**config.mk**
```make
export PLATFORM = sky130hd
export DESIGN_NAME = b64d_front_flat
export DESIGN_NICKNAME = d
export VERILOG_FILES = /design/src/hdl/b64d_pkg.sv /design/src/hdl/b64d_in_if.sv /design/src/hdl/b64d_front.sv /design/src/flat_wrapper.sv
export SDC_FILE = /design/constraint.sdc
export NUM_CORES = 1
export LEC_CHECK = 0
export BUFFER_PORTS_ARGS = -buffer_cell sky130_fd_sc_hd__buf_4
export CAP_MARGIN = 40
export CORE_MARGIN = 2
export CORE_UTILIZATION = 30
export CTS_BUF_LIST = sky130_fd_sc_hd__clkbuf_16
export DETAILED_ROUTE_END_ITERATION = 10
export PLACE_DENSITY = 0.44
export SYNTH_ARGS = -nofsm -noshare
export SYNTH_HDL_FRONTEND = slang
export SYNTH_SLANG_ARGS = --single-unit
```
**constraint.sdc**
```tcl
create_clock -name clk -period 5.88 [get_ports clk]
set_clock_uncertainty 0.05 [all_clocks]
set_input_delay 0.294 -clock clk [delete_from_list [all_inputs] [get_ports clk]]
set_output_delay 0.294 -clock clk [all_outputs]
set_load 0.02 [all_outputs]
```
**src/hdl/b64d_pkg.sv**
```systemverilog
// ----------------------------------------------------------------------------
// b64d_pkg
// Shared types, constants and the character lookup of the base64 decoder.
// ----------------------------------------------------------------------------
package b64d_pkg;

	localparam int COUNT_BITS_DEF = 24;
	localparam int LEN_W          = 24;
	localparam int QDEPTH         = 4;

	localparam logic [7:0]       PAD_CHAR = 8'h3D;
	localparam logic [LEN_W-1:0] LEN_MAX  = {LEN_W{1'b1}};

	localparam logic KIND_DATA   = 1'b0;
	localparam logic KIND_STATUS = 1'b1;

	typedef enum logic [1:0] {
		ERR_NONE     = 2'd0,
		ERR_PADDING  = 2'd1,
		ERR_INVALID  = 2'd2,
		ERR_AFTER_PAD = 2'd3
	} err_t;

	// one queue entry: the bytes of a quantum and an optional status
	typedef struct packed {
		logic [1:0]       nbytes;
		logic [2:0][7:0]  bytes;
		logic             status;
		err_t             err;
		logic [LEN_W-1:0] len;
	} cmd_t;

	// bit 6 set marks a character outside the alphabet; padding maps to zero
	function automatic logic [6:0] sextet_of(input logic [7:0] c);
		logic [6:0] s;
		s = 7'h40;
		if (c inside {[8'h41:8'h5A]}) begin
			s = {1'b0, 6'(c - 8'h41)};
		end else if (c inside {[8'h61:8'h7A]}) begin
			s = {1'b0, 6'(c - 8'h61 + 8'd26)};
		end else if (c inside {[8'h30:8'h39]}) begin
			s = {1'b0, 6'(c - 8'h30 + 8'd52)};
		end else if (c == 8'h2B) begin
			s = {1'b0, 6'd62};
		end else if (c == 8'h2F) begin
			s = {1'b0, 6'd63};
		end else if (c == PAD_CHAR) begin
			s = 7'h00;
		end
		return s;
	endfunction

endpackage

```
**src/hdl/b64d_in_if.sv**
```systemverilog
// ----------------------------------------------------------------------------
// b64d_in_if
// Character channel: one text character and its flags per transaction.
// ----------------------------------------------------------------------------
interface b64d_in_if;
	logic       valid;
	logic       ready;
	logic [7:0] char_code;
	logic       char_present;
	logic       end_of_text;

	modport source (output valid, char_code, char_present, end_of_text, input ready);
	modport sink (input valid, char_code, char_present, end_of_text, output ready);
endinterface

```
**src/hdl/b64d_front.sv**
```systemverilog
// ----------------------------------------------------------------------------
// b64d_front
// Accepts characters, collects quanta, checks and decodes them, keeps the
// error and byte count, and pushes one queue entry per valid quantum or end.
// ----------------------------------------------------------------------------
module b64d_front
	import b64d_pkg::*;
#(
	parameter int COUNT_BITS = COUNT_BITS_DEF
) (
	input  logic        clk,
	input  logic        arst_n,
	b64d_in_if.sink     chars,
	input  logic        full,
	output logic        push,
	output cmd_t        push_data
);

	localparam int XW = (COUNT_BITS > LEN_W) ? COUNT_BITS : LEN_W;

	logic [2:0][7:0]       qchar_q;
	logic [1:0]            pos_q;
	logic                  pad_q;
	err_t                  err_q;
	logic [COUNT_BITS-1:0] count_q;

	logic                  take, live, quad, quad_ok;
	logic [6:0]            s0, s1, s2, s3;
	logic                  p0, p1, p2, p3, any_bad;
	err_t                  q_err, err_nx;
	logic [1:0]            nb;
	logic [COUNT_BITS:0]   sum;
	logic [COUNT_BITS-1:0] count_nx;
	logic [XW-1:0]         count_x;

	assign chars.ready = !full;
	assign take = chars.valid && chars.ready;
	assign live = chars.char_present && (err_q == ERR_NONE);
	assign quad = take && live && (pos_q == 2'd3);

	assign s0 = sextet_of(qchar_q[0]);
	assign s1 = sextet_of(qchar_q[1]);
	assign s2 = sextet_of(qchar_q[2]);
	assign s3 = sextet_of(chars.char_code);
	assign p0 = (qchar_q[0] == PAD_CHAR);
	assign p1 = (qchar_q[1] == PAD_CHAR);
	assign p2 = (qchar_q[2] == PAD_CHAR);
	assign p3 = (chars.char_code == PAD_CHAR);
	assign any_bad = s0[6] | s1[6] | s2[6] | s3[6];

	// precedence: data after padding, misplaced padding, invalid character
	always_comb begin
		if (pad_q) begin
			q_err = ERR_AFTER_PAD;
		end else if (p0 || p1 || (p2 && !p3)) begin
			q_err = ERR_PADDING;
		end else if (any_bad) begin
			q_err = ERR_INVALID;
		end else begin
			q_err = ERR_NONE;
		end
	end

	assign nb      = p2 ? 2'd1 : (p3 ? 2'd2 : 2'd3);
	assign quad_ok = quad && (q_err == ERR_NONE);
	assign err_nx  = quad ? q_err : err_q;

	// saturating count
	assign sum      = {1'b0, count_q} + (COUNT_BITS+1)'(nb);
	assign count_nx = !quad_ok ? count_q :
		(sum[COUNT_BITS] ? {COUNT_BITS{1'b1}} : sum[COUNT_BITS-1:0]);
	assign count_x  = XW'(count_nx);

	always_comb begin
		push_data.nbytes   = quad_ok ? nb : 2'd0;
		push_data.bytes[0] = {s0[5:0], s1[5:4]};
		push_data.bytes[1] = {s1[3:0], s2[5:2]};
		push_data.bytes[2] = {s2[1:0], s3[5:0]};
		push_data.status   = chars.end_of_text;
		push_data.err      = err_nx;
		if (err_nx != ERR_NONE) begin
			push_data.len = '0;
		end else if (count_x > XW'(LEN_MAX)) begin
			push_data.len = LEN_MAX;
		end else begin
			push_data.len = LEN_W'(count_x);
		end
	end

	assign push = take && (quad_ok || chars.end_of_text);

	always_ff @(posedge clk or negedge arst_n) begin
		if (!arst_n) begin
			pos_q   <= 2'd0;
			pad_q   <= 1'b0;
			err_q   <= ERR_NONE;
			count_q <= '0;
		end else if (take) begin
			if (chars.end_of_text) begin
				pos_q   <= 2'd0;
				pad_q   <= 1'b0;
				err_q   <= ERR_NONE;
				count_q <= '0;
			end else if (live) begin
				if (pos_q != 2'd3) begin
					pos_q <= pos_q + 2'd1;
				end else begin
					pos_q   <= 2'd0;
					err_q   <= err_nx;
					count_q <= count_nx;
					if (quad_ok && nb != 2'd3) begin
						pad_q <= 1'b1;
					end
				end
			end
		end
	end

	// held characters of the quantum, no reset needed
	always_ff @(posedge clk) begin
		if (take && live && pos_q != 2'd3) begin
			qchar_q[pos_q] <= chars.char_code;
		end
	end

endmodule

```
**src/flat_wrapper.sv**
```systemverilog
// flat-port wrapper written by rule: the top's interface ports become plain ports
module b64d_front_flat import b64d_pkg::*;
#(
	parameter int COUNT_BITS = COUNT_BITS_DEF
)
  (clk, arst_n, full, push, push_data, chars_valid, chars_char_code, chars_char_present, chars_end_of_text, chars_ready);
  b64d_in_if chars_i ();
  input  logic clk;
  input  logic arst_n;
  input  logic full;
  output logic push;
  output cmd_t push_data;
  input wire logic [$bits(chars_i.valid)-1:0] chars_valid;
  input wire logic [$bits(chars_i.char_code)-1:0] chars_char_code;
  input wire logic [$bits(chars_i.char_present)-1:0] chars_char_present;
  input wire logic [$bits(chars_i.end_of_text)-1:0] chars_end_of_text;
  output wire logic [$bits(chars_i.ready)-1:0] chars_ready;
  assign chars_i.valid = chars_valid;
  assign chars_i.char_code = chars_char_code;
  assign chars_i.char_present = chars_char_present;
  assign chars_i.end_of_text = chars_end_of_text;
  assign chars_ready = chars_i.ready;
  b64d_front #(.COUNT_BITS(COUNT_BITS)) u_core (.clk(clk), .arst_n(arst_n), .chars(chars_i), .full(full), .push(push), .push_data(push_data));
endmodule
```
==> impl_metrics.csv <==
group,metric,value,unit
status,status,"finished, final reports clean",
placed_design,dpl.hpwl,12000,um
synth,yosys.area_share.adder,0.106,
synth,yosys_most_used_dff,"dfrtp_1",
clock_network,cts_tree,"done",
synth,synth_edf_count,24,
finish,final_area,6000,um^2
pwr,ir_drop,0.000107,V
timing,finalCritPeriodShare,0.762,
synth,yosysMostFrequentCell,"a21oi_1",
synth,syn-num-nets,703,
worst_hold_path,hold_class,"input pin to flip-flop",
die,die_x,135,um
synth,synth_mux_area_frac,0.0158,
clock_network,cts_resized,0,
route,drtAntennaViolNets,0,
clock_network,h-tree-depth,2,
finish,insertedDiodeCount,0,
synth,syn_inst,646,
clock_network,clkLatencyLatePin,300,ps
pwr,powerDensity,147,nW/um^2
timing,worst_pin_slew,888,ps
die,coreArea,16700,um^2
global_routing,antenna_found_initial,0,
synth,ys_types,67,
synth,ys_ff_latch,53,
global_routing,grt_use_total,0.176,
synth,synthesis.area,5140,um^2
global_routing,grt.overflow.total,0,
clock_network,clock_tree.root_cell,"clkbuf_16",
timing,period_minus_slack,4480,ps
finish,area_growth,16.6,%
global_routing,grt_pass1_vias,4956,
global_routing,grt_max_degree,30,
timing,max_freq,0.223,GHz
die,io_pins,69,
synth,ys_top_cells_by_count,"a21oi_1 (73), nor2_1 (62), nand2_1 (51)",
synth,synth_compound_area_frac,0.232,
timing,setup_viol,0,
timing,setup_ws,1400,ps
critical_path,crit_fanout,20,
die,num_rows,47,
clock_network,cts_buffers,5,
timing,drv_slew,0,
critical_path,critPathKind,"flip-flop to output port",
die,start_util,0.308,
finish,nNetsFinal,756,
die,fp.dieH,135,um
critical_path,timing.critical_path.to_type,"output port",
placed_design,numPortBuffers,68,
finish,fillers,1735,
route,drt-total-wl,16100,um
route,wl_per_cell,17.5,um
timing,rsz0062_at_grt,"no",
placed_design,dpl_worst_slack,1700,ps
route,vias,5197,
finish,final_util,0.359,
clock_network,clockBufferDepth,2,
job,drv_cap,0,
synth,netlist_top_cells_area,"dfrtp_1 (14%), edfxtp_1 (14%), ha_1 (10%)",
timing,slew_headroom,0.403,
finish,drive_above_1_share,0.139,
timing,finalHoldViolations,0,
pwr,power_leakage,0.00244,uW
clock_network,cts_sinks,53,
critical_path,cp.arrival,4140,ps
synth,yosysSeqAreaShare,0.281,
synth,syn_avg_cell_area,7.96,um^2
synth,yosys.area_share.simple,0.289,
synth,synth_top_area_share,0.141,
route,first_iter_violations,409,
critical_path,critPathLaunchType,"flip-flop",
placed_design,dpl_cell_area,5840,um^2
synth,synth_top_family_by_area,"simple AND/OR/NAND/NOR gates",
synth,synth-async-reset-ratio,0.547,
critical_path,worstPathRequired,5540,ps
timing,fin_tns_setup,0,ps
clock_network,path_clk_slew,80,ps
placed_design,place_congestion,0.861,
synth,yosys.area.top_type,"dfrtp_1",
die,dieArea,18200,um^2
synth,yosys_warnings,0,
route,drc,0,
global_routing,grt_pass1_wl,26000,um
synth,synth_xor_area_frac,0.0221,
route,drt_pass1_iterations,5,
route,avgViaCountPerCell,5.65,
cells by family (layout without fill, tap and decap cells):
| logic type | after synthesis | in the layout |
|---|---|---|
| compound gates | 186 | 186 |
| xor+xnor | 13 | 13 |
| fa+ha+maj | 43 | 43 |
| buf+inv | 68 | 122 |
| flops | 53 | 53 |
| mux | 8 | 8 |
| simple gates | 275 | 275 |
cells in the final DEF (no fill, tap or decap), types with 12 or more instances in the layout:
| cell type | instances |
|---|---|
| and2_1 | 13 |
| nor3_1 | 28 |
| dfrtp_1 | 29 |
| ha_1 | 42 |
| nor2_1 | 62 |
| inv_1 | 42 |
| nand2_1 | 51 |
| and3_1 | 12 |
| a21oi_1 | 73 |
| edfxtp_1 | 24 |
| nand3_1 | 25 |
| buf_4 | 71 |
| o21ai_0 | 32 |
through the flow:
stage / power [uW] / hold WS (ps) / std cells
floorplan: 520 / -51.6 / 646
global placement: 586 / 220 / 910
detailed placement: 587 / 213 / 911
CTS: 888 / 194 / 920
global route: 920 / 199 / 920
finish: 879 / 193 / 920
worst max-delay path: stages (launching register included):
cell and delay (ps):
edfxtp_1 570, ha_1 260, inv_1 60, or4_1 500, or2_2 340, a32o_1 460, nor3_2 620, nor2_1 240
buf_4 280, a311oi_1 290, buf_4 200
registers in the layout (all words and copies together) (netlist names):
signal	flops
u_core.count_q	24
u_core.pos_q	2
u_core.qchar_q	24
u_core.err_q	2
u_core.pad_q	1
area by class of cell:
class	instances	area [um^2]	share of cell area
Clock inverter	3	18.8	0.00313
Inverter	41	154	0.0257
Timing Repair Buffer	73	548	0.0914
Clock buffer	5	125	0.0209
Multi-Input combinational cell	525	3430	0.572
Tap cell	220	275	0.0459
Sequential cell	53	1450	0.241
final timing paths:
path | slack, ps | cells after the start | from | endpoint
max in group asynchronous | 5040 | 2 | arst_n | u_core.count_q[7]
setup / recovery | 1400 | 10 | u_core.qchar_q[8] | push_data[11]
setup reg to reg | 2050 | 12 | u_core.qchar_q[21] | u_core.count_q[16]
min in group asynchronous | 430 | 2 | arst_n | u_core.count_q[8]
hold / removal | 190 | 2 | chars_end_of_text | u_core.pos_q[1]
hold reg to reg | 490 | 2 | u_core.count_q[0] | u_core.count_q[0]
routing by layer:
metal,GRT usage,vias up,routed length [um]
met5,0,-,0
met3,0.0191,14,776
met2,0.305,158,7880
li1,-,2499,-
met4,0.0498,0,189
met1,0.232,2526,7230
timing repair:
action,CTS,global route
hold endpoints to repair,29,0
setup buffers,0,0
setup endpoints to repair,0,0
hold buffers,1,0
where the power goes:
part / total, uW / switching [uW] / internal, uW
clock: 299 / 143 / 157
sequential: 410 / 12.0 / 398
combinational: 170 / 108 / 61.8
total: 879 / 263 / 616
(Power assumes the default switching activity.)
