===== src/hdl/b64d_pkg.sv =====
// ----------------------------------------------------------------------------
// b64d_pkg
// Shared types, constants and the character lookup of the base64 decoder.
// ----------------------------------------------------------------------------
package b64d_pkg;

	localparam int COUNT_BITS_DEF = 24;
	localparam int LEN_W          = 24;
	localparam int QDEPTH         = 4;

	localparam logic [7:0]       PAD_CHAR = 8'h3D;
	localparam logic [LEN_W-1:0] LEN_MAX  = {LEN_W{1'b1}};

	localparam logic KIND_DATA   = 1'b0;
	localparam logic KIND_STATUS = 1'b1;

	typedef enum logic [1:0] {
		ERR_NONE     = 2'd0,
		ERR_PADDING  = 2'd1,
		ERR_INVALID  = 2'd2,
		ERR_AFTER_PAD = 2'd3
	} err_t;

	// one queue entry: the bytes of a quantum and an optional status
	typedef struct packed {
		logic [1:0]       nbytes;
		logic [2:0][7:0]  bytes;
		logic             status;
		err_t             err;
		logic [LEN_W-1:0] len;
	} cmd_t;

	// bit 6 set marks a character outside the alphabet; padding maps to zero
	function automatic logic [6:0] sextet_of(input logic [7:0] c);
		logic [6:0] s;
		s = 7'h40;
		if (c inside {[8'h41:8'h5A]}) begin
			s = {1'b0, 6'(c - 8'h41)};
		end else if (c inside {[8'h61:8'h7A]}) begin
			s = {1'b0, 6'(c - 8'h61 + 8'd26)};
		end else if (c inside {[8'h30:8'h39]}) begin
			s = {1'b0, 6'(c - 8'h30 + 8'd52)};
		end else if (c == 8'h2B) begin
			s = {1'b0, 6'd62};
		end else if (c == 8'h2F) begin
			s = {1'b0, 6'd63};
		end else if (c == PAD_CHAR) begin
			s = 7'h00;
		end
		return s;
	endfunction

endpackage


===== src/hdl/b64d_queue.sv =====
// ----------------------------------------------------------------------------
// b64d_queue
// Short register queue of decoded entries between front and back.
// ----------------------------------------------------------------------------
module b64d_queue
	import b64d_pkg::*;
(
	input  logic clk,
	input  logic arst_n,
	input  logic push,
	input  cmd_t push_data,
	output logic full,
	input  logic pop,
	output cmd_t head,
	output logic empty
);

	localparam int PW = $clog2(QDEPTH);
	localparam int CW = $clog2(QDEPTH + 1);

	cmd_t          mem_q [QDEPTH];
	logic [PW-1:0] wr_q, rd_q;
	logic [CW-1:0] count_q;

	assign full  = (count_q == CW'(QDEPTH));
	assign empty = (count_q == '0);
	assign head  = mem_q[rd_q];

	always_ff @(posedge clk) begin
		if (push) begin
			mem_q[wr_q] <= push_data;
		end
	end

	always_ff @(posedge clk or negedge arst_n) begin
		if (!arst_n) begin
			wr_q    <= '0;
			rd_q    <= '0;
			count_q <= '0;
		end else begin
			if (push) begin
				wr_q <= (wr_q == PW'(QDEPTH - 1)) ? '0 : wr_q + PW'(1);
			end
			if (pop) begin
				rd_q <= (rd_q == PW'(QDEPTH - 1)) ? '0 : rd_q + PW'(1);
			end
			if (push && !pop) begin
				count_q <= count_q + CW'(1);
			end else if (pop && !push) begin
				count_q <= count_q - CW'(1);
			end
		end
	end

	a_no_overflow: assert property (@(posedge clk) disable iff (!arst_n)
		push |-> !full) else $error("queue written while full");
	a_no_underflow: assert property (@(posedge clk) disable iff (!arst_n)
		pop |-> !empty) else $error("queue read while empty");
	a_count_range: assert property (@(posedge clk) disable iff (!arst_n)
		count_q <= CW'(QDEPTH)) else $error("queue count out of range");

endmodule


===== config.mk =====
export PLATFORM = sky130hd
export DESIGN_NAME = b64d_queue
export DESIGN_NICKNAME = d
export VERILOG_FILES = /design/src/hdl/b64d_pkg.sv /design/src/hdl/b64d_queue.sv
export SDC_FILE = /design/constraint.sdc
export NUM_CORES = 1
export LEC_CHECK = 0
export BUFFER_PORTS_ARGS = -buffer_cell sky130_fd_sc_hd__buf_2
export CORE_AREA = 4 4 186 188
export DETAILED_ROUTE_END_ITERATION = 8
export DIE_AREA = 0 0 190 192
export SYNTH_ARGS = -nofsm -noshare
export SYNTH_HDL_FRONTEND = slang
export SYNTH_SLANG_ARGS = --single-unit
export TNS_END_PERCENT = 20

===== constraint.sdc =====
create_clock -name clk -period 3.7 [get_ports clk]
set_clock_uncertainty 0.1 [all_clocks]
set_input_delay 0.37 -clock clk [delete_from_list [all_inputs] [get_ports clk]]
set_output_delay 0.37 -clock clk [all_outputs]
set_load 0.02 [all_outputs]

==> results_dict.tcl, run 1 <==
set metrics [dict create \
    drc_errors 0 \
    hold_path_end "rd_q[0]" \
    insertion_delay_ps 510 \
    dp.cells 864 \
    cts_buffer_depth 3 \
    n_antenna_cell 0 \
    synth_cell_types 19 \
    cp_max_fo 49 \
    routed_wl_um 15800 \
    routed-via-count 3852 \
    grt_pass1_vias 4270 \
    fp.dieW_um 190 \
    coreArea_sq_um 33100 \
    syn-cell-area_sq_um 8130 \
    gp_congestion 0.643 \
    nets 560 \
    status "finished, final reports clean" \
    regToRegEndpoint "rd_q[1]" \
    timing.final.max_slew_violations 0 \
    intPower_uw 5570 \
    ios 112 \
    hold_depth 2 \
    portBuffers 111 \
    initial_core_util_pct 24.6 \
    power_density_nw_per_um2 767 \
    drv_cap 0 \
    synth-adder-area-share_pct 1.17 \
    pwr-share-comb_pct 26.9 \
    synthCells 314 \
    synth_compound_area_share_pct 0.123 \
    leakage_uw 0.00357 \
    post_cts_buffers 0 \
    max_stage_delay_ps 1070 \
    synth_seq_cells 219 \
    slew-limit-headroom_pct 33.3 \
    grt_usage_pct 8.56 \
    grt_pass1_wl_um 24400 \
    post_cts_resized 0 \
    switching_power_uw 2470 \
    antenna_found_initial 1 \
    grt_max_degree 54 \
    drive_gt1_share_pct 40.5 \
    max_freq_mhz 322 \
    ir_worst_vdd_uv 417 \
    post_drt_wl_per_cell_um 16.5 \
    endpoint_kind "primary output" \
    period_share_pct 83.9 \
    path_class "register to primary output" \
    num_rows 67 \
    cts.sinks 219 \
    worstPathRequired_ps 3230 \
    cp_data_arrival_time_ps 2640 \
    finalCriticalPeriod_ps 3110 \
    instances_no_fill 962 \
    clock-root-buffer "clkbuf_16" \
    hold_class "input port to register" \
    first_pass_iters 5 \
    reg2reg_from "rd_q[1]" \
    clk_pin_slew_ps 60 \
    synth_xor_area_share_pct 0.323 \
    final_antenna_net_count 0 \
    area_delta_synth_final_pct 28.8 \
    setup_ws_ps 594 \
    clockPowerShare_pct 29.5 \
    synth_top_family_by_area "multiplexers" \
    crit_path_top_delay_cell "dfrtp_4" \
    rsz0062_at_grt "false" \
    pre_cts_ws_ps 997 \
    synth_fp_nets 378 \
    grt-ovfl-total 0 \
    vias_per_cell 4.00 \
    dieArea_sq_um 36500 \
    ff2ff_path_depth 3 \
    avgSynthCellArea_sq_um 25.9 \
    crit_chain "buf_4 -> mux4_2 -> buf_2" \
    setup_viol_count_final 0 \
    die_h_um 192 \
    muxShareOfSynthArea_pct 15.3 \
    p_total_uw 8040 \
    tightest_slew_ps 1000 \
    dp_hpwl_um 9270 \
    tns_ps 0 \
    worstSetupStartpointType "register" \
    synthSimpleGateAreaFrac_pct 0.692 \
    yosysWarningCount 0 \
    whs_ps 52.0 \
    drtIter0Drc 110 \
    seq_area_frac_synth_pct 80.4 \
    seq_power_share_pct 43.6 \
    hp-start "pop" \
    hold_viol 0 \
    rrSetupSlack_ps 1770 \
    swShare_pct 30.7 \
    cts_tree "done" \
    cts_max_level 1 \
    cts_buffers 24 \
    cts_hold_buf 54 \
]
==> registers in the layout (all words and copies together), names as in the netlist <==
signal,count
count_q,3
wr_q,2
mem_q,212
rd_q,2
==> metal layers <==
metal,track usage (%),part of all wire (%)
met4,2.31,2.8
met3,2.29,5.7
met5,0,0.082
met1,10.4,41
met2,15.1,50
==> synthesized netlist by cell type <==
| cell type | n | area share (%) |
|---|---|---|
| mux4_1 | 5 | 1.6 |
| nand2_1 | 2 | 0.092 |
| mux2_2 | 3 | 0.42 |
| dfrtp_1 | 7 | 2.2 |
| nor2_1 | 3 | 0.14 |
| buf_2 | 6 | 0.37 |
| xnor2_1 | 1 | 0.11 |
| buf_12 | 5 | 1.2 |
| ha_1 | 6 | 0.92 |
| fa_1 | 1 | 0.25 |
| and2_1 | 4 | 0.31 |
| buf_6 | 1 | 0.14 |
| nor3_1 | 1 | 0.061 |
| mux4_2 | 48 | 13 |
| o21ai_0 | 2 | 0.12 |
| nor3b_1 | 1 | 0.092 |
| inv_1 | 4 | 0.18 |
| edfxtp_1 | 212 | 78 |
| xor2_1 | 2 | 0.22 |
==> power by group through the flow <==
stage	Clock (uW)	Sequential, uW	Combinational, uW
floorplan	0	3320	1780
detailed placement	0	3590	2180
global placement	0	3550	2150
CTS	2460	3540	2230
global route	2550	3580	2330
finish	2370	3500	2160
==> cell usage in the layout (no fill, tap or decap), types with 4 or more instances in the layout <==
| master | n |
|---|---|
| dfrtp_1 | 5 |
| mux4_1 | 5 |
| dlygate4sd3_1 | 54 |
| inv_1 | 4 |
| clkbuf_16 | 24 |
| ha_1 | 6 |
| clkinv_2 | 5 |
| edfxtp_1 | 212 |
| buf_2 | 111 |
| clkbuf_1 | 4 |
| mux4_2 | 48 |
| and2_4 | 4 |
==> final cells by class <==
| class | instances | area, sq um |
|---|---|---|
| Sequential cell | 219 | 6550 |
| Multi-Input combinational cell | 79 | 1440 |
| Clock buffer | 28 | 616 |
| Tap cell | 448 | 561 |
| Clock inverter | 16 | 175 |
| Inverter | 4 | 15.0 |
| Timing Repair Buffer | 168 | 1120 |
| Fill cell | 3189 | 22600 |
==> cells by family after synthesis <==
kind of cell / after synthesis
multiplexers: 56
flip-flops: 219
adder cells (fa/ha/maj): 7
AO/OA/AOI/OAI: 2
XOR/XNOR: 3
buffers and inverters: 16
AND/OR/NAND/NOR: 11
==> metrics by stage <==
| stage | cell area [sq um] | utilization, % |
|---|---|---|
| final | 10500 | 31.6 |
| after global routing | 10500 | 31.6 |
| after CTS | 10500 | 31.6 |
| after detailed placement | 9140 | 27.6 |
| after global placement | 9140 | 27.6 |
| after floorplan | 8130 | - |
==> worst max-delay path: cells and delay by family (launching register included) <==
family	cells	cell delay, ps
buf+inv	2	520
flops	1	1070
mux	1	510
==> worst max path at each step <==
stage	start	end	slack, ps	cells after the start
6_report	rd_q[0]	head[8]	590	3
4_1_cts	rd_q[0]	head[11]	430	3
2_1_floorplan	wr_q[0]	mem_q[2][0]	1300	3
3_3_place_gp	rd_q[0]	head[10]	1030	3
3_5_place_dp	rd_q[0]	head[11]	1000	3
5_1_grt	rd_q[0]	head[11]	340	3
No activity file was read; power rests on OpenSTA's default activity.
==> run 2: changes to the inputs <==
==> constraint.sdc (replaced) <==
create_clock -name clk -period 3.2 [get_ports clk]
set_clock_uncertainty 0.1 [all_clocks]
set_input_delay 0.32 -clock clk [delete_from_list [all_inputs] [get_ports clk]]
set_output_delay 0.32 -clock clk [all_outputs]
set_load 0.02 [all_outputs]
==> run 2 against run 1 <==
Compared with the run above: total power increased by 15%; final area increased by 0.18%; global-route usage increased by 0.27 points; sequential power increased by 15%; cell count increased by 0.21%; clock power increased by 12%; critical path type unchanged; largest cell class unchanged; highest routed layer is now met4; via count decreased by 0.34%; largest power group unchanged; utilization increased by 0.057 points.
==> results_dict.tcl, run 2 (synthesized netlist as in run 1, its figures left out) <==
set metrics [dict create \
    n_antenna_cell 0 \
    post_cts_resized 0 \
    setup_viol_count_final 0 \
    fin_util_pct 31.7 \
    crit_chain "buf_4 -> mux4_2 -> buf_2" \
    cts_buffer_depth 3 \
    area_delta_synth_final_pct 29.1 \
    clk_pin_slew_ps 60 \
    reg2reg_from "wr_q[0]" \
    max_freq_mhz 343 \
    hold_viol 0 \
    power_density_nw_per_um2 883 \
    final_common_cell "edfxtp_1" \
    reg_top3 "mem_q (212), count_q (3)" \
    timing.final.max_slew_violations 0 \
    cp_num_buf_inv 2 \
    antenna_found_initial 0 \
    crit_path_top_delay_cell "dfrtp_4" \
    cp_max_fo 37 \
    endpoint_kind "primary output" \
    grt_pass1_wl_um 25200 \
    vias_per_cell 3.98 \
    drtIter0Drc 130 \
    post_drt_wl_per_cell_um 16.7 \
    grt-ovfl-total 0 \
    routed-via-count 3839 \
    rsz0062_at_grt "false" \
    gp_congestion 0.682 \
    layout_common_cells "edfxtp_1 (212), buf_2 (111), dlygate4sd3_1 (56)" \
    nets 563 \
    drive_gt1_share_pct 39.7 \
    tightest_slew_ps 914 \
    insertion_delay_ps 510 \
    largest_reg_flops 212 \
    finalCriticalPeriod_ps 2920 \
    n_fill_cell 3151 \
    dieArea_sq_um 36500 \
    final_antenna_net_count 0 \
    pre_cts_ws_ps 723 \
    die_h_um 192 \
    cts_tree "done" \
    first_pass_iters 4 \
    worstSetupStartpointType "register" \
    initial_core_util_pct 24.6 \
    grt_max_degree 54 \
    ir_worst_vdd_uv 612 \
    cp_data_arrival_time_ps 2500 \
    cts.sinks 219 \
    regMostFlops "mem_q" \
    regToRegEndpoint "mem_q[0][2]" \
    p_total_uw 9260 \
    dp_hpwl_um 9320 \
    hold_class "input port to asynchronous set/reset pin" \
    setup_ws_ps 284 \
    max_stage_delay_ps 910 \
    grt_pass1_vias 4386 \
    num_rows 67 \
    ios 112 \
    status "finished, final reports clean" \
    ff2ff_path_depth 3 \
    path_delay_family "flip-flops" \
    cts_max_level 1 \
    slew-limit-headroom_pct 39.1 \
    clock-root-buffer "clkbuf_16" \
    worstPathRequired_ps 2780 \
    fp.dieW_um 190 \
    leakage_uw 0.00357 \
    period_share_pct 91.1 \
    coreArea_sq_um 33100 \
    rrSetupSlack_ps 1270 \
    path_class "register to primary output" \
    drv_cap 0 \
    cts_buffers 24 \
    portBuffers 111 \
    drc_errors 0 \
    tns_ps 0 \
    whs_ps 75.8 \
    grt_usage_pct 8.83 \
    routed_wl_um 16100 \
]
==> run 2: cell count changes in the layout (fill, tap and decap cells not counted), sizes merged <==
cell,delta
clkbuf,+5
inv,-2
buf,+1
clkinvlp,+1
dlygate4sd3,+2
bufinv,-1
clkinv,-4
==> run 2: cell type report <==
cell class / count / area (sq um) / share of cell area [%]
Sequential cell: 219 / 6550 / 62.4
Multi-Input combinational cell: 79 / 1440 / 13.8
Timing Repair Buffer: 171 / 1160 / 11.0
Clock buffer: 33 / 666 / 6.34
Tap cell: 448 / 561 / 5.34
Clock inverter: 10 / 104 / 0.990
Inverter: 4 / 15.0 / 0.143
==> run 2: how the worst max path moves through the flow <==
stage               startpoint     endpoint  slack [ps]  cells after the start
floorplan              wr_q[0]  mem_q[2][0]         800                      3
global placement       rd_q[0]      head[9]         760                      3
detailed placement     rd_q[0]      head[2]         720                      3
CTS                    rd_q[0]      head[2]         170                      3
global route           rd_q[0]      head[3]          80                      3
finish                 rd_q[0]      head[3]         280                      3
==> run 2: what timing repair did <==
action / 4_1_cts / 5_1_grt
endpoints found under the hold margin: 222 / 0
hold buffers: 56 / 0
endpoints found under the setup margin: 0 / 0
buffers inserted: 0 / 0
==> run 2: metal layers <==
layer | GRT usage, % | wire [um] | vias to the layer above
met3 | 2.13 | 808 | 31
met5 | 0 | 0 | -
met1 | 11.3 | 6920 | 1986
met4 | 2.39 | 455 | 0
li1 | - | - | 1713
met2 | 15.1 | 7890 | 109
==> run 2: through the flow <==
| step | instance area, sq um | cells |
|---|---|---|
| 2_1_floorplan | 8130 | 314 |
| 3_3_place_gp | 9160 | 865 |
| 3_5_place_dp | 9160 | 865 |
| 4_1_cts | 10500 | 964 |
| 5_1_grt | 10500 | 964 |
| 6_report | 10500 | 964 |
==> run 2: power breakdown <==
part	switching (uW)	total, uW	internal [uW]	leakage [uW]
clock	1050	2660	1610	0.000365
sequential	321	4010	3690	0.00203
combinational	1450	2600	1150	0.00118
==> run 3: changes to the inputs <==
--- a/config.mk
+++ b/config.mk
@@ -9,6 +9,7 @@
 export CORE_AREA = 4 4 186 188
 export DETAILED_ROUTE_END_ITERATION = 8
 export DIE_AREA = 0 0 190 192
+export SETUP_SLACK_MARGIN = 0.4
 export SYNTH_ARGS = -nofsm -noshare
 export SYNTH_HDL_FRONTEND = slang
 export SYNTH_SLANG_ARGS = --single-unit
==> run 3 against run 2 <==
Compared with the run above: non-clock buffer count rose by 2; die area did not move; setup slack improved by 330 ps; register-to-register slack barely moved; largest cell class unchanged; highest routed layer unchanged.
==> results_dict.tcl, run 3 (synthesized netlist as in run 1, its figures left out) <==
set metrics [dict create \
    status "finished, final reports clean" \
    swShare_pct 30.5 \
    routed-via-count 3855 \
    setup_viol_count_final 0 \
    pwr-share-comb_pct 29.7 \
    clock-root-buffer "clkbuf_16" \
    seq_power_share_pct 42.0 \
    first_pass_iters 4 \
    num_rows 67 \
    worstSetupStartpointType "register" \
    drv_cap 0 \
    drtIter0Drc 125 \
    nets 565 \
    gp_congestion 0.682 \
    intPower_uw 6510 \
    grt-ovfl-total 0 \
    period_share_pct 80.9 \
    grt_pass1_wl_um 25500 \
    final_antenna_net_count 0 \
    rsz0062_at_grt "false" \
    post_drt_wl_per_cell_um 17.1 \
    max_stage_delay_ps 780 \
    pre_cts_ws_ps 723 \
    clockPowerShare_pct 28.3 \
    leakage_uw 0.00359 \
    largest_reg_flops 212 \
    postPlaceCellArea_sq_um 9160 \
    reg_top3 "mem_q (212), count_q (3)" \
    n_antenna_cell 0 \
    endpoint_kind "primary output" \
    switching_power_uw 2860 \
    insertion_delay_ps 510 \
    clk_pin_slew_ps 60 \
    cp_max_fo 33 \
    layout_common_cells "edfxtp_1 (212), buf_2 (111), dlygate4sd3_1 (56)" \
    grt_usage_pct 9.00 \
    fp.dieW_um 190 \
    routed_wl_um 16500 \
    power_density_nw_per_um2 889 \
    fin_util_pct 31.8 \
    regMostFlops "mem_q" \
    finalCriticalPeriod_ps 2590 \
    max_freq_mhz 386 \
    drc_errors 0 \
    portBuffers 111 \
    initial_core_util_pct 24.6 \
    timing.final.max_slew_violations 0 \
    grt_pass1_vias 4406 \
    tns_ps 0 \
    n_fill_cell 3146 \
    dp_hpwl_um 9320 \
    coreArea_sq_um 33100 \
    cts_tree "done" \
    ios 112 \
    grt_max_degree 54 \
    fin_area_sq_um 10500 \
    ir_worst_vdd_uv 613 \
    hold_class "input port to asynchronous set/reset pin" \
    slew-limit-headroom_pct 38.9 \
    hold_viol 0 \
    antenna_found_initial 0 \
    tightest_slew_ps 916 \
    area_delta_synth_final_pct 29.6 \
    whs_ps 76.6 \
    cp_data_arrival_time_ps 2170 \
    setup_ws_ps 611 \
    path_class "register to primary output" \
    cts.sinks 219 \
    crit_chain "buf_12 -> mux4_2 -> buf_2" \
    dieArea_sq_um 36500 \
    final_common_cell "edfxtp_1" \
    cts_max_level 1 \
    cts_buffers 24 \
    worstPathRequired_ps 2780 \
    cts_buffer_depth 3 \
    crit_path_top_delay_cell "dfrtp_2" \
    vias_per_cell 3.99 \
    die_h_um 192 \
    drive_gt1_share_pct 40.0 \
]
-- run 3: changes by cell type in the layout (fill, tap and decap cells not counted), sizes merged --
cell / delta
buf: +2
-- run 3: power groups by stage --
stage               clock [uW]  combinational (uW)  sequential, uW
finish                    2650                2780            3930
floorplan                    0                2060            3840
global route              2870                3000            3990
global placement             0                2570            4060
detailed placement           0                2610            4100
CTS                       2740                2790            3990
-- run 3: timing repair --
action / 4_1_cts / 5_1_grt
endpoints found under the setup margin: 25 / 13
buffers inserted: 1 / 1
gates resized for setup: 0 / 0
gates cloned: 0 / 0
hold buffers: 56 / 0
hold endpoints to repair: 222 / 0
-- run 3: metrics by stage --
step,std cells,power [uW]
6_report,966,9370
5_1_grt,966,9860
4_1_cts,965,9530
3_5_place_dp,865,6720
3_3_place_gp,865,6630
2_1_floorplan,314,5900
-- run 3: worst paths after layout --
| check | cells after the start | to | start | slack, ps |
|---|---|---|---|---|
| worst min-delay path | 2 | count_q[0] | arst_n | 80 |
| worst max register to register | 3 | mem_q[0][2] | wr_q[0] | 1280 |
| max in group asynchronous | 2 | rd_q[0] | arst_n | 2730 |
| worst min register to register | 1 | count_q[2] | count_q[2] | 390 |
| min in group clk | 1 | count_q[2] | count_q[2] | 390 |
| worst max-delay path | 3 | head[30] | rd_q[1] | 610 |
-- run 3: cell type report --
cell class                 count  area [sq um]  area share [%]
tap                          448           561            5.32
timing repair buffer         173          1210            11.4
multi-input combinational     79          1440            13.7
clock buffer                  33           666            6.31
inverter                       4          15.0           0.142
sequential                   219          6550            62.1
clock inverter                10           104           0.985
-- run 3: worst max-delay path: cells and delay by family, from the launching register on --
| kind | cells | cell delay (ps) |
|---|---|---|
| flip-flops | 1 | 780 |
| multiplexers | 1 | 340 |
| buffers and inverters | 2 | 480 |
-- run 3: per-layer routing --
metal / track usage (%) / vias to the layer above / part of all wire (%)
li1: - / 1715 / -
met5: 0 / - / 0
met1: 11.5 / 1999 / 43
met2: 15.4 / 111 / 49
met4: 2.39 / 0 / 2.7
met3: 2.13 / 30 / 4.9
